`src/rtl/line_follow_pid_step_macros.svh`:
```
// ---------------------------------------------------------------------------
// Assertion macros for the line follower PID step block
// Each macro expands to a clocked, reset-gated concurrent assertion in
// simulation and to nothing in synthesis.
// ---------------------------------------------------------------------------
`ifndef LINE_FOLLOW_PID_STEP_MACROS_SVH
`define LINE_FOLLOW_PID_STEP_MACROS_SVH
`ifndef SYNTHESIS
// Same-cycle implication.
`define LFP_ASSERT_IMPL(label, clk, rst, ante, cons, msg) \
  label: assert property (@(posedge clk) disable iff (rst) (ante) |-> (cons)) \
    else $error(msg);
// Next-cycle implication.
`define LFP_ASSERT_NEXT(label, clk, rst, ante, cons, msg) \
  label: assert property (@(posedge clk) disable iff (rst) (ante) |=> (cons)) \
    else $error(msg);
`else
`define LFP_ASSERT_IMPL(label, clk, rst, ante, cons, msg)
`define LFP_ASSERT_NEXT(label, clk, rst, ante, cons, msg)
`endif
`endif

```
`src/rtl/lfp_pkg.sv`:
```
// ---------------------------------------------------------------------------
// Line follower PID step package
// Shared widths, constants, codes and the structs passed between stages.
// ---------------------------------------------------------------------------
package lfp_pkg;

  // Sensor array and field widths.
  localparam int SENSOR_COUNT = 8;
  localparam int READING_W    = 10;
  localparam int POS_W        = 13;
  localparam int ERR_W        = 13;
  localparam int DIFF_W       = ERR_W + 1;
  localparam int SUM_W        = 32;
  localparam int TIME_W       = 32;
  localparam int HOLD_W       = 16;
  localparam int GAIN_W       = 20;
  localparam int SPEED_W      = 8;
  localparam int DRIVE_W      = SPEED_W + 1;

  // Products of an unsigned gain (with a zero sign bit) and a signed term.
  localparam int P_KP_W = GAIN_W + 1 + ERR_W;
  localparam int P_KD_W = GAIN_W + 1 + DIFF_W;
  localparam int P_KI_W = GAIN_W + 1 + SUM_W;
  localparam int ACC_W  = P_KI_W + 1;

  // Line position range.
  localparam int POS_MAX    = (SENSOR_COUNT - 1) * 1000;
  localparam int POS_CENTRE = (SENSOR_COUNT - 1) * 500;

  // Configuration port.
  localparam int CFG_INDEX_W = 3;
  localparam int CFG_DATA_W  = GAIN_W;

  typedef enum logic [CFG_INDEX_W-1:0] {
    REG_KP_GAIN        = 3'd0,
    REG_KI_GAIN        = 3'd1,
    REG_KD_GAIN        = 3'd2,
    REG_BASE_SPEED     = 3'd3,
    REG_TURN_SPEED     = 3'd4,
    REG_DARK_LEVEL     = 3'd5,
    REG_SIDE_THRESHOLD = 3'd6,
    REG_SIDE_HOLD_MS   = 3'd7
  } cfg_reg_t;

  // Register values after reset.
  localparam logic [GAIN_W-1:0]    RST_KP_GAIN        = 20'd7852;
  localparam logic [GAIN_W-1:0]    RST_KI_GAIN        = 20'd655;
  localparam logic [GAIN_W-1:0]    RST_KD_GAIN        = 20'd69406;
  localparam logic [SPEED_W-1:0]   RST_BASE_SPEED     = 8'd125;
  localparam logic [SPEED_W-1:0]   RST_TURN_SPEED     = 8'd120;
  localparam logic [READING_W-1:0] RST_DARK_LEVEL     = 10'd750;
  localparam logic [READING_W-1:0] RST_SIDE_THRESHOLD = 10'd800;
  localparam logic [HOLD_W-1:0]    RST_SIDE_HOLD_MS   = 16'd100;

  // Run command codes; any other code keeps the current run state.
  localparam logic [1:0] CMD_STOP = 2'd0;
  localparam logic [1:0] CMD_RUN  = 2'd1;

  typedef enum logic [1:0] {
    SIDE_NONE  = 2'd0,
    SIDE_LEFT  = 2'd1,
    SIDE_RIGHT = 2'd2
  } side_t;

  typedef logic [SENSOR_COUNT-1:0][READING_W-1:0] readings_t;

  typedef struct packed {
    logic [GAIN_W-1:0]    kp_gain;
    logic [GAIN_W-1:0]    ki_gain;
    logic [GAIN_W-1:0]    kd_gain;
    logic [SPEED_W-1:0]   base_speed;
    logic [SPEED_W-1:0]   turn_speed;
    logic [READING_W-1:0] dark_level;
    logic [READING_W-1:0] side_threshold;
    logic [HOLD_W-1:0]    side_hold_ms;
  } lfp_cfg_t;

  // Register load strobes, one for each pipeline stage.
  typedef struct packed {
    logic in;
    logic step;
    logic mul;
    logic acc;
    logic corr;
    logic out;
  } lfp_load_t;

  // Per-beat facts that ride alongside the arithmetic.
  typedef struct packed {
    logic signed [ERR_W-1:0] err;
    logic                    lost;
    side_t                   side;
    logic                    running;
  } lfp_tag_t;

  typedef struct packed {
    lfp_tag_t                 tag;
    logic signed [DIFF_W-1:0] diff;
    logic signed [SUM_W-1:0]  sum;
  } lfp_step_t;

endpackage

```
`src/rtl/lfp_state.sv`:
```
// ---------------------------------------------------------------------------
// Line follower state step
// Registers the incoming beat, then advances the run flag, remembered side,
// integral sum and previous error, and forms the line error and its change.
// ---------------------------------------------------------------------------
`include "line_follow_pid_step_macros.svh"

module lfp_state (
  input  logic                                     clk,
  input  logic                                     rst,
  input  lfp_pkg::lfp_load_t                       load,
  input  lfp_pkg::lfp_cfg_t                        cfg,
  input  logic [lfp_pkg::POS_W-1:0]                position,
  input  lfp_pkg::readings_t                       readings,
  input  logic [lfp_pkg::TIME_W-1:0]               now_ms,
  input  logic [1:0]                               cmd,
  output lfp_pkg::lfp_step_t                       step
);

  // Input register.
  logic [lfp_pkg::POS_W-1:0]  pos_q;
  lfp_pkg::readings_t         rd_q;
  logic [lfp_pkg::TIME_W-1:0] now_q;
  logic [1:0]                 cmd_q;

  // Controller state; prev_error doubles as this beat's error downstream.
  logic                                running;
  lfp_pkg::side_t                      side_seen;
  logic [lfp_pkg::TIME_W-1:0]          side_time;
  logic signed [lfp_pkg::SUM_W-1:0]    error_sum;
  logic signed [lfp_pkg::ERR_W-1:0]    prev_error;
  logic signed [lfp_pkg::DIFF_W-1:0]   diff_q;
  logic                                lost_q;

  logic                                running_next;
  lfp_pkg::side_t                      side_next;
  logic [lfp_pkg::TIME_W-1:0]          side_time_next;
  logic signed [lfp_pkg::SUM_W-1:0]    error_sum_next;
  logic signed [lfp_pkg::ERR_W-1:0]    err;
  logic signed [lfp_pkg::DIFF_W-1:0]   diff_next;
  logic                                lost_next;

  logic [lfp_pkg::POS_W-1:0]           pos_sat;
  logic signed [lfp_pkg::DIFF_W-1:0]   err_wide;
  logic signed [lfp_pkg::SUM_W-1:0]    sum_base;
  logic signed [lfp_pkg::SUM_W:0]      sum_wide;
  logic [lfp_pkg::TIME_W-1:0]          elapsed;
  logic                                hold_done;
  logic                                want_left;
  logic                                want_right;

  always_ff @(posedge clk) begin
    if (load.in) begin
      pos_q <= position;
      rd_q  <= readings;
      now_q <= now_ms;
      cmd_q <= cmd;
    end
  end

  // Run command: run also restarts the integral.
  always_comb begin
    running_next = running;
    sum_base     = error_sum;
    priority if (cmd_q == lfp_pkg::CMD_RUN) begin
      running_next = 1'b1;
      sum_base     = '0;
    end else if (cmd_q == lfp_pkg::CMD_STOP) begin
      running_next = 1'b0;
    end else begin
      running_next = running;
    end
  end

  // Remembered side, changed only after the hold time has passed.
  always_comb begin
    want_left      = (rd_q[0] >= cfg.side_threshold) &&
                     (rd_q[lfp_pkg::SENSOR_COUNT-1] < cfg.side_threshold);
    want_right     = (rd_q[0] < cfg.side_threshold) &&
                     (rd_q[lfp_pkg::SENSOR_COUNT-1] >= cfg.side_threshold);
    elapsed        = now_q - side_time;
    hold_done      = elapsed >= lfp_pkg::TIME_W'(cfg.side_hold_ms);
    side_next      = side_seen;
    side_time_next = side_time;
    if (want_left && side_seen != lfp_pkg::SIDE_LEFT && hold_done) begin
      side_next      = lfp_pkg::SIDE_LEFT;
      side_time_next = now_q;
    end else if (want_right && side_seen != lfp_pkg::SIDE_RIGHT && hold_done) begin
      side_next      = lfp_pkg::SIDE_RIGHT;
      side_time_next = now_q;
    end
  end

  // The line is lost when no sensor reads above the threshold.
  always_comb begin
    lost_next = 1'b1;
    for (int i = 0; i < lfp_pkg::SENSOR_COUNT; i++) begin
      if (rd_q[i] > cfg.dark_level) begin
        lost_next = 1'b0;
      end
    end
  end

  // Error, its change since the last beat, and the saturating integral.
  always_comb begin
    pos_sat   = (pos_q > lfp_pkg::POS_W'(lfp_pkg::POS_MAX)) ?
                lfp_pkg::POS_W'(lfp_pkg::POS_MAX) : pos_q;
    err_wide  = signed'({1'b0, pos_sat}) - lfp_pkg::DIFF_W'(lfp_pkg::POS_CENTRE);
    err       = err_wide[lfp_pkg::ERR_W-1:0];
    diff_next = lfp_pkg::DIFF_W'(err) - lfp_pkg::DIFF_W'(prev_error);
    sum_wide  = (lfp_pkg::SUM_W+1)'(sum_base) + (lfp_pkg::SUM_W+1)'(err);
    if (sum_wide[lfp_pkg::SUM_W] != sum_wide[lfp_pkg::SUM_W-1]) begin
      error_sum_next = sum_wide[lfp_pkg::SUM_W] ?
                       {1'b1, {(lfp_pkg::SUM_W-1){1'b0}}} :
                       {1'b0, {(lfp_pkg::SUM_W-1){1'b1}}};
    end else begin
      error_sum_next = sum_wide[lfp_pkg::SUM_W-1:0];
    end
  end

  always_ff @(posedge clk) begin
    if (rst) begin
      running    <= 1'b0;
      side_seen  <= lfp_pkg::SIDE_NONE;
      side_time  <= '0;
      error_sum  <= '0;
      prev_error <= '0;
    end else if (load.step) begin
      running    <= running_next;
      side_seen  <= side_next;
      side_time  <= side_time_next;
      error_sum  <= error_sum_next;
      prev_error <= err;
    end
  end

  always_ff @(posedge clk) begin
    if (load.step) begin
      diff_q <= diff_next;
      lost_q <= lost_next;
    end
  end

  assign step.tag.err     = prev_error;
  assign step.tag.lost    = lost_q;
  assign step.tag.side    = side_seen;
  assign step.tag.running = running;
  assign step.diff        = diff_q;
  assign step.sum         = error_sum;

  // The integral moves only when a beat passes through this stage.
  `LFP_ASSERT_NEXT(a_sum_held, clk, rst, !load.step, $stable(error_sum), "integral moved without a beat")
  // The stored error stays inside the centred position range.
  `LFP_ASSERT_IMPL(a_err_range, clk, rst, 1'b1, prev_error >= -13'sd3500 && prev_error <= 13'sd3500, "line error out of range")

endmodule

```
`src/rtl/lfp_pid.sv`:
```
// ---------------------------------------------------------------------------
// Line follower PID correction
// Three gain products, their sum, and a shift of the sum toward zero, one
// register stage each.
// ---------------------------------------------------------------------------
module lfp_pid #(
  parameter int GAIN_FRAC_BITS = 16
) (
  input  logic                                                clk,
  input  lfp_pkg::lfp_load_t                                  load,
  input  lfp_pkg::lfp_cfg_t                                   cfg,
  input  lfp_pkg::lfp_step_t                                  step,
  output logic signed [lfp_pkg::ACC_W-GAIN_FRAC_BITS-1:0]     corr,
  output lfp_pkg::lfp_tag_t                                   tag
);

  localparam int ACC_W  = lfp_pkg::ACC_W;
  localparam int CORR_W = ACC_W - GAIN_FRAC_BITS;
  localparam logic [ACC_W-1:0] ROUND_MASK = (ACC_W'(1) << GAIN_FRAC_BITS) - ACC_W'(1);

  logic signed [lfp_pkg::GAIN_W:0]   kp_s;
  logic signed [lfp_pkg::GAIN_W:0]   ki_s;
  logic signed [lfp_pkg::GAIN_W:0]   kd_s;

  logic signed [lfp_pkg::P_KP_W-1:0] p_kp;
  logic signed [lfp_pkg::P_KD_W-1:0] p_kd;
  logic signed [lfp_pkg::P_KI_W-1:0] p_ki;
  lfp_pkg::lfp_tag_t                 tag_mul;

  logic signed [ACC_W-1:0]           acc;
  lfp_pkg::lfp_tag_t                 tag_acc;

  logic [ACC_W-1:0]                  biased;

  assign kp_s = signed'({1'b0, cfg.kp_gain});
  assign ki_s = signed'({1'b0, cfg.ki_gain});
  assign kd_s = signed'({1'b0, cfg.kd_gain});

  // Gain products.
  always_ff @(posedge clk) begin
    if (load.mul) begin
      p_kp    <= kp_s * step.tag.err;
      p_kd    <= kd_s * step.diff;
      p_ki    <= ki_s * step.sum;
      tag_mul <= step.tag;
    end
  end

  // Exact sum of the three terms.
  always_ff @(posedge clk) begin
    if (load.acc) begin
      acc     <= ACC_W'(p_kp) + ACC_W'(p_kd) + ACC_W'(p_ki);
      tag_acc <= tag_mul;
    end
  end

  // Shift out the fraction; a negative sum is biased so it truncates toward zero.
  assign biased = acc + (acc[ACC_W-1] ? ROUND_MASK : '0);

  always_ff @(posedge clk) begin
    if (load.corr) begin
      corr <= CORR_W'(biased[ACC_W-1:GAIN_FRAC_BITS]);
      tag  <= tag_acc;
    end
  end

endmodule

```
`src/rtl/lfp_drive.sv`:
```
// ---------------------------------------------------------------------------
// Line follower wheel drive
// Clamps base speed minus and plus the correction, overrides with a spin
// toward the remembered side or with zero, and holds the result register.
// ---------------------------------------------------------------------------
module lfp_drive #(
  parameter int GAIN_FRAC_BITS = 16
) (
  input  logic                                              clk,
  input  lfp_pkg::lfp_load_t                                load,
  input  lfp_pkg::lfp_cfg_t                                 cfg,
  input  logic signed [lfp_pkg::ACC_W-GAIN_FRAC_BITS-1:0]   corr,
  input  lfp_pkg::lfp_tag_t                                 tag,
  output logic signed [lfp_pkg::DRIVE_W-1:0]                left_drive,
  output logic signed [lfp_pkg::DRIVE_W-1:0]                right_drive,
  output logic                                              line_lost,
  output logic [1:0]                                        seen_side,
  output logic signed [lfp_pkg::ERR_W-1:0]                  line_error
);

  localparam int CORR_W  = lfp_pkg::ACC_W - GAIN_FRAC_BITS;
  localparam int SPEED_W = lfp_pkg::SPEED_W;
  localparam int DRIVE_W = lfp_pkg::DRIVE_W;

  logic signed [CORR_W-1:0]  base_ext;
  logic [SPEED_W-1:0]        left_pid;
  logic [SPEED_W-1:0]        right_pid;
  logic signed [DRIVE_W-1:0] turn_pos;
  logic signed [DRIVE_W-1:0] turn_neg;
  logic signed [DRIVE_W-1:0] left_next;
  logic signed [DRIVE_W-1:0] right_next;

  assign base_ext = signed'(CORR_W'(cfg.base_speed));
  assign turn_pos = signed'({1'b0, cfg.turn_speed});
  assign turn_neg = -turn_pos;

  // Each wheel stays within zero and the base speed.
  always_comb begin
    if (corr <= 0) begin
      left_pid = cfg.base_speed;
    end else if (corr >= base_ext) begin
      left_pid = '0;
    end else begin
      left_pid = cfg.base_speed - corr[SPEED_W-1:0];
    end
    if (corr >= 0) begin
      right_pid = cfg.base_speed;
    end else if (corr <= -base_ext) begin
      right_pid = '0;
    end else begin
      right_pid = cfg.base_speed + corr[SPEED_W-1:0];
    end
  end

  // Stop, spin back toward a lost line, or follow.
  always_comb begin
    priority if (!tag.running) begin
      left_next  = '0;
      right_next = '0;
    end else if (tag.lost && tag.side == lfp_pkg::SIDE_RIGHT) begin
      left_next  = turn_neg;
      right_next = turn_pos;
    end else if (tag.lost && tag.side == lfp_pkg::SIDE_LEFT) begin
      left_next  = turn_pos;
      right_next = turn_neg;
    end else begin
      left_next  = signed'({1'b0, left_pid});
      right_next = signed'({1'b0, right_pid});
    end
  end

  always_ff @(posedge clk) begin
    if (load.out) begin
      left_drive  <= left_next;
      right_drive <= right_next;
      line_lost   <= tag.lost;
      seen_side   <= tag.side;
      line_error  <= tag.err;
    end
  end

endmodule

```
`src/rtl/line_follow_pid_step.sv`:
```
// ---------------------------------------------------------------------------
// Line follower PID step
// One control tick per beat: line error, saturating integral, PID
// correction and the two wheel drives, in a six-stage registered pipeline.
// ---------------------------------------------------------------------------
//  channel  direction  handshake              payload
//  item     in         item_valid/item_stall  position, sensor_0..7, now_ms, cmd
//  result   out        result_valid/result_stall
//                                             left_drive, right_drive, line_lost,
//                                             seen_side, line_error
//  cfg      in         cfg_write              cfg_index, cfg_data
//
// A beat taken into the input register reaches the result register through
// the six register stages (input, state, gain products, sum, shift, result).
// One beat is taken every cycle unless item_stall is high. The
// controller state advances in the second stage, so every beat sees the
// state left by the one before it.
// Reset clears the state, the stage valid bits and the configuration
// registers to their documented values. A result stall holds the result register and lets the
// stages behind it fill; item_stall rises only when every stage is full.
// ---------------------------------------------------------------------------
`include "line_follow_pid_step_macros.svh"

module line_follow_pid_step #(
  parameter int GAIN_FRAC_BITS = 16
) (
  input  logic                                  clk,
  input  logic                                  rst,
  input  logic                                  item_valid,
  output logic                                  item_stall,
  input  logic [lfp_pkg::POS_W-1:0]             position,
  input  logic [lfp_pkg::READING_W-1:0]         sensor_0,
  input  logic [lfp_pkg::READING_W-1:0]         sensor_1,
  input  logic [lfp_pkg::READING_W-1:0]         sensor_2,
  input  logic [lfp_pkg::READING_W-1:0]         sensor_3,
  input  logic [lfp_pkg::READING_W-1:0]         sensor_4,
  input  logic [lfp_pkg::READING_W-1:0]         sensor_5,
  input  logic [lfp_pkg::READING_W-1:0]         sensor_6,
  input  logic [lfp_pkg::READING_W-1:0]         sensor_7,
  input  logic [lfp_pkg::TIME_W-1:0]            now_ms,
  input  logic [1:0]                            cmd,
  output logic                                  result_valid,
  input  logic                                  result_stall,
  output logic signed [lfp_pkg::DRIVE_W-1:0]    left_drive,
  output logic signed [lfp_pkg::DRIVE_W-1:0]    right_drive,
  output logic                                  line_lost,
  output logic [1:0]                            seen_side,
  output logic signed [lfp_pkg::ERR_W-1:0]      line_error,
  input  logic                                  cfg_write,
  input  logic [lfp_pkg::CFG_INDEX_W-1:0]       cfg_index,
  input  logic [lfp_pkg::CFG_DATA_W-1:0]        cfg_data
);

  localparam int STAGES = 6;
  localparam int CORR_W = lfp_pkg::ACC_W - GAIN_FRAC_BITS;

  lfp_pkg::lfp_cfg_t         cfg;
  lfp_pkg::lfp_load_t        load;
  lfp_pkg::readings_t        readings;
  lfp_pkg::lfp_step_t        step;
  lfp_pkg::lfp_tag_t         tag;
  logic signed [CORR_W-1:0]  corr;

  logic [STAGES-1:0]         stage_valid;
  logic [STAGES-1:0]         ready;
  logic [STAGES-1:0]         upstream;
  logic [STAGES-1:0]         load_vec;

  // Configuration registers.
  always_ff @(posedge clk) begin
    if (rst) begin
      cfg.kp_gain        <= lfp_pkg::RST_KP_GAIN;
      cfg.ki_gain        <= lfp_pkg::RST_KI_GAIN;
      cfg.kd_gain        <= lfp_pkg::RST_KD_GAIN;
      cfg.base_speed     <= lfp_pkg::RST_BASE_SPEED;
      cfg.turn_speed     <= lfp_pkg::RST_TURN_SPEED;
      cfg.dark_level     <= lfp_pkg::RST_DARK_LEVEL;
      cfg.side_threshold <= lfp_pkg::RST_SIDE_THRESHOLD;
      cfg.side_hold_ms   <= lfp_pkg::RST_SIDE_HOLD_MS;
    end else if (cfg_write) begin
      unique case (lfp_pkg::cfg_reg_t'(cfg_index))
        lfp_pkg::REG_KP_GAIN:        cfg.kp_gain        <= cfg_data[lfp_pkg::GAIN_W-1:0];
        lfp_pkg::REG_KI_GAIN:        cfg.ki_gain        <= cfg_data[lfp_pkg::GAIN_W-1:0];
        lfp_pkg::REG_KD_GAIN:        cfg.kd_gain        <= cfg_data[lfp_pkg::GAIN_W-1:0];
        lfp_pkg::REG_BASE_SPEED:     cfg.base_speed     <= cfg_data[lfp_pkg::SPEED_W-1:0];
        lfp_pkg::REG_TURN_SPEED:     cfg.turn_speed     <= cfg_data[lfp_pkg::SPEED_W-1:0];
        lfp_pkg::REG_DARK_LEVEL:     cfg.dark_level     <= cfg_data[lfp_pkg::READING_W-1:0];
        lfp_pkg::REG_SIDE_THRESHOLD: cfg.side_threshold <= cfg_data[lfp_pkg::READING_W-1:0];
        lfp_pkg::REG_SIDE_HOLD_MS:   cfg.side_hold_ms   <= cfg_data[lfp_pkg::HOLD_W-1:0];
        default: ;
      endcase
    end
  end

  // A stage can load when it is empty or the stage after it moves on.
  always_comb begin
    ready[STAGES-1] = !stage_valid[STAGES-1] || !result_stall;
    for (int k = STAGES - 2; k >= 0; k--) begin
      ready[k] = !stage_valid[k] || ready[k+1];
    end
  end

  assign upstream = {stage_valid[STAGES-2:0], item_valid};
  assign load_vec = upstream & ready;

  always_ff @(posedge clk) begin
    if (rst) begin
      stage_valid <= '0;
    end else begin
      stage_valid <= (ready & upstream) | (~ready & stage_valid);
    end
  end

  assign load.in   = load_vec[0];
  assign load.step = load_vec[1];
  assign load.mul  = load_vec[2];
  assign load.acc  = load_vec[3];
  assign load.corr = load_vec[4];
  assign load.out  = load_vec[5];

  assign item_stall   = !ready[0];
  assign result_valid = stage_valid[STAGES-1];

  assign readings = {sensor_7, sensor_6, sensor_5, sensor_4,
                     sensor_3, sensor_2, sensor_1, sensor_0};

  lfp_state u_state (
    .clk      (clk),
    .rst      (rst),
    .load     (load),
    .cfg      (cfg),
    .position (position),
    .readings (readings),
    .now_ms   (now_ms),
    .cmd      (cmd),
    .step     (step)
  );

  lfp_pid #(
    .GAIN_FRAC_BITS (GAIN_FRAC_BITS)
  ) u_pid (
    .clk  (clk),
    .load (load),
    .cfg  (cfg),
    .step (step),
    .corr (corr),
    .tag  (tag)
  );

  lfp_drive #(
    .GAIN_FRAC_BITS (GAIN_FRAC_BITS)
  ) u_drive (
    .clk         (clk),
    .load        (load),
    .cfg         (cfg),
    .corr        (corr),
    .tag         (tag),
    .left_drive  (left_drive),
    .right_drive (right_drive),
    .line_lost   (line_lost),
    .seen_side   (seen_side),
    .line_error  (line_error)
  );

  // Input back-pressure only when the whole pipeline is occupied.
  `LFP_ASSERT_IMPL(a_stall_full, clk, rst, item_stall, &stage_valid, "input stalled with a free stage")
  // A spin toward a lost line drives the wheels in opposite directions.
  `LFP_ASSERT_IMPL(a_spin_mirror, clk, rst, result_valid && line_lost && seen_side != lfp_pkg::SIDE_NONE && left_drive != 9'sd0 && (left_drive < 0 || right_drive < 0), left_drive == -right_drive, "spin drives not mirrored")

endmodule

```
`config.mk`:
```
export PLATFORM = sky130hd
export DESIGN_NAME = line_follow_pid_step
export DESIGN_NICKNAME = d
export VERILOG_FILES = /design/src/rtl/lfp_pkg.sv /design/src/rtl/lfp_state.sv /design/src/rtl/lfp_pid.sv /design/src/rtl/lfp_drive.sv /design/src/rtl/line_follow_pid_step.sv
export VERILOG_INCLUDE_DIRS = /design/src /design/src/rtl
export SDC_FILE = /design/constraint.sdc
export NUM_CORES = 2
export LEC_CHECK = 0
export BUFFER_PORTS_ARGS = -buffer_cell sky130_fd_sc_hd__clkbuf_2
export CAP_MARGIN = 20
export CORE_UTILIZATION = 45
export DETAILED_ROUTE_END_ITERATION = 10
export GPL_TIMING_DRIVEN = 0
export HOLD_SLACK_MARGIN = 0.02
export PLACE_DENSITY_LB_ADDON = 0.12
export SLEW_MARGIN = 20
export SYNTH_ARGS = -nofsm -noshare
export SYNTH_HDL_FRONTEND = slang
export SYNTH_HIERARCHICAL = 1
export SYNTH_SLANG_ARGS = --single-unit
```
`constraint.sdc`:
```
create_clock -name clk -period 7.21 [get_ports clk]
set_input_delay 0.721 -clock clk [delete_from_list [all_inputs] [get_ports clk]]
set_output_delay 0.721 -clock clk [all_outputs]
set_load 0.1 [all_outputs]
```
==> metrics.md <==
| Metric | Value |
|---|---|
| Die height | `416 um` |
| Most common cell in the netlist | `inv_1` |
| Die W | `416 um` |
| Syn Inst Count | `7834` |
| Buffers on Ports | `190` |
| Cts bufs inserted | `79` |
| Critical path capture point type | `flop` |
| Hold Fails Final Rpt | `0` |
| Largest net degree at the start of global routing | `57` |
| Worst setup margin | `-0.0300 ns` |
| Final #Nets | `10100` |
| Clock sink count | `639` |
| Routed Antenna Nets | `0` |
| Worst-path cell chain | `clkbuf_16, and2_4, fa_1, fa_1, inv_1, fa_1, inv_1, fa_1, fa_1, fa_1, inv_1, fa_1, inv_1, ha_4, and4_4, and3_4, nand3_2, a21oi_2, a211oi_4, nand4b_1, a311o_1, o211ai_1, nand3_1, nor3b_2` |
| Synth warn | `6` |
| 1st-pass router iterations | `6` |
| Wire length per cell | `23.3 um` |
| Share of cells above drive strength 1 | `10.9%` |
| Worst setup path startpoint | `cfg[77]` |
| Pre-CTS WS | `-1.83 ns` |
| IO Pins | `191` |
| Unrepaired setup endpoints after global routing | `true` |
| Failing checks | `setup timing` |
| Minimum clock period | `7.24 ns` |
| Worst EP arrival | `7.66 ns` |
| CP Max Fanout | `6` |
| CP peak stage delay | `0.54 ns` |
| Leak pwr | `0.0401 uW` |
| Sequential share of the synthesized area | `22.4%` |
| Worst-path clk slew | `0.06 ns` |
| First-pass GRT wire length | `367 mm` |
| PwrDens | `339 nW/um^2` |
| Std cell rows | `151` |
| Final Setup Violations | `2` |
| Bufs on Longest Clock Path | `3` |
| Max-cap violations | `0` |
| Synthesized flop and latch total | `639` |
| Mapped Area | `77000 um^2` |
| Startpoint Class | `flop` |
| Post-synth EDFFs | `441` |
| Top_reg_cell synth | `edfxtp_1` |
| Syn-to-layout area delta | `12.2%` |
| Area contributors post-synth | `fa_1 29%, edfxtp_1 17%, ha_1 11%` |
| Vias post-DR | `57600` |
| CTS tree | `built` |
| Slew headroom | `21.1%` |
| Clock Tree Root | `clkbuf_16` |
| Antenna violations before repair | `20` |
| Hold buffer count at CTS | `0` |
| Synth top cells by count | `1241 x inv_1, 1106 x fa_1, 697 x and2_1` |
| Final core utilization | `50.9%` |
| Drc violations | `0` |
| Routed WL | `244 mm` |
| Worst Clk Skew | `0.0548 ns` |
| Die area | `173000 um^2` |
| Critical Path Most Common Cell | `fa_1` |
| VDD IR max | `0.000675 V` |
| Status | `complete, but fails checks` |
| Hold Crit Class | `in -> reg` |
| Max-slew violations | `0` |
| H-Tree Depth | `3` |
| GPL Wtd Cong | `0.944` |
| Initial Util | `45.4%` |
| Synthesized Nets | `9782` |
| Placed wire-length estimate | `198 mm` |
| Fmax | `138 MHz` |
| Netlist cell types | `104` |
| Syn Area/Cell | `9.82 um^2` |
| Hold path start | `sensor_5[6]` |
| Core area | `170000 um^2` |
| Critical path type | `reg -> reg` |
| GRT Overall Usage | `28.3%` |
| Global route total overflow | `0` |
| Post-synth top area share | `28.8%` |
| Vias in the first global route | `58700` |
| Reg-to-reg critical path startpoint | `cfg[77]` |
| Synth area leader | `fa_1` |
| Slowest cell on the critical path | `dfxtp_4` |
| Post-synth ARST share | `0%` |
| Slew @ Worst Pin | `1.18 ns` |
| Final Power | `29300 uW` |
| Vias per cell | `5.50` |
| Final Cycle Share | `100%` |
| Setup TNS | `-0.0349 ns` |
| DRT iter0 DRCs | `4649` |
| Clock Latency Late Sink | `0.73 ns` |
| Required @ worst endpoint | `7.63 ns` |
[cells by family after synthesis]
| logic type | share of synthesized area [%] |
|---|---|
| buf+inv | 7.88 |
| flops | 22.4 |
| xor+xnor | 3.15 |
| compound gates | 9.57 |
| mux | 1.59 |
| simple gates | 15.5 |
| fa+ha+maj | 40.0 |
[layout by cell type, fill, tap and decap left out, drive strengths merged, types with 16 or more instances in the layout]
cell,Yosys,routed
a211oi,33,33
a21boi,16,16
a21o,126,126
a21oi,327,327
a221oi,18,18
a31oi,24,24
a32oi,36,36
and2,699,699
and3,16,16
buf,28,152
clkbuf,323,562
clkinv,2,33
dfxtp,198,198
edfxtp,441,441
fa,1106,1106
ha,687,687
inv,1242,1245
mux2i,121,121
nand2,692,692
nand2b,174,174
nand3,116,116
nand4,61,61
nor2,306,306
nor2b,54,54
nor3,77,77
nor4,27,27
o211ai,34,34
o21a,58,58
o21ai,178,178
o21bai,41,41
o221a,25,25
o22ai,16,16
o311ai,37,37
o31ai,22,22
or3,20,20
xnor2,195,195
xor2,82,82
[report_power, final]
group          switching [uW]  leakage [uW]  internal (uW)  total (uW)
logic                   11800        0.0331           7860       19700
clock network            1760       0.00131           2450        4210
registers                 365       0.00575           5090        5450
total                   13900        0.0401          15400       29300
[critical path, delay by kind of cell (launching register included)]
family | cells | cell delay, ns
fa+ha+maj | 8 | 3.71
simple gates | 7 | 1.26
compound gates | 4 | 0.96
flops | 1 | 0.54
buf+inv | 5 | 0.46
[final timing paths]
path                                          to  slack (ns)  cells past startpoint
worst min register to register     u_pid/tag[12]        0.42                      0
worst max-delay path              u_pid/p_ki[52]       -0.03                     24
worst max register to register    u_pid/p_ki[52]       -0.03                     24
worst min-delay path            u_state/rd_q[56]        0.16                      1
[registers in the layout, summed over array words and instances (netlist names), 14 cells and up, named ones only]
register           cells
u_pid/tag_mul         17
u_pid/tag_acc         17
u_pid/acc             54
u_pid/tag             17
u_pid/p_ki            53
u_state/rd_q          80
u_pid/p_kp            34
u_state/side_time     32
u_state/now_q         32
u_state/diff_q        14
u_pid/corr            38
u_pid/p_kd            35
cfg                  112
u_state/error_sum     32
[metrics by stage]
stage	instance area [um^2]	std cells	hold slack, ns
final	86400	10500	0.161
after detailed placement	81000	10300	0.405
after global placement	80700	10200	0.402
after CTS	85500	10400	0.108
after global routing	86400	10500	0.129
after floorplan	77000	7834	0.400
[repair_timing]
item | CTS | global route
setup buffers | 44 | 30
cloned | 2 | 0
pin swaps | 68 | 147
endpoints found under the setup margin | 49 | 33
gates resized for setup | 450 | 336
[cell type report]
class	count	area (um^2)
inverter	1244	4680
tap	2218	2780
fill	15700	83300
multi-input combinational	5600	54500
clock buffer	95	2040
buffer	342	2450
clock inverter	52	707
antenna	9	22.5
sequential	639	17300
timing repair buffer	277	1840
[metal layers]
metal  part of all wire, %  GRT usage, %
met1                    43          38.6
met2                    47          45.8
met3                   5.8          3.80
met4                   4.1          10.6
met5                 0.014             0
Note: power is estimated with default switching activity, not from simulation.
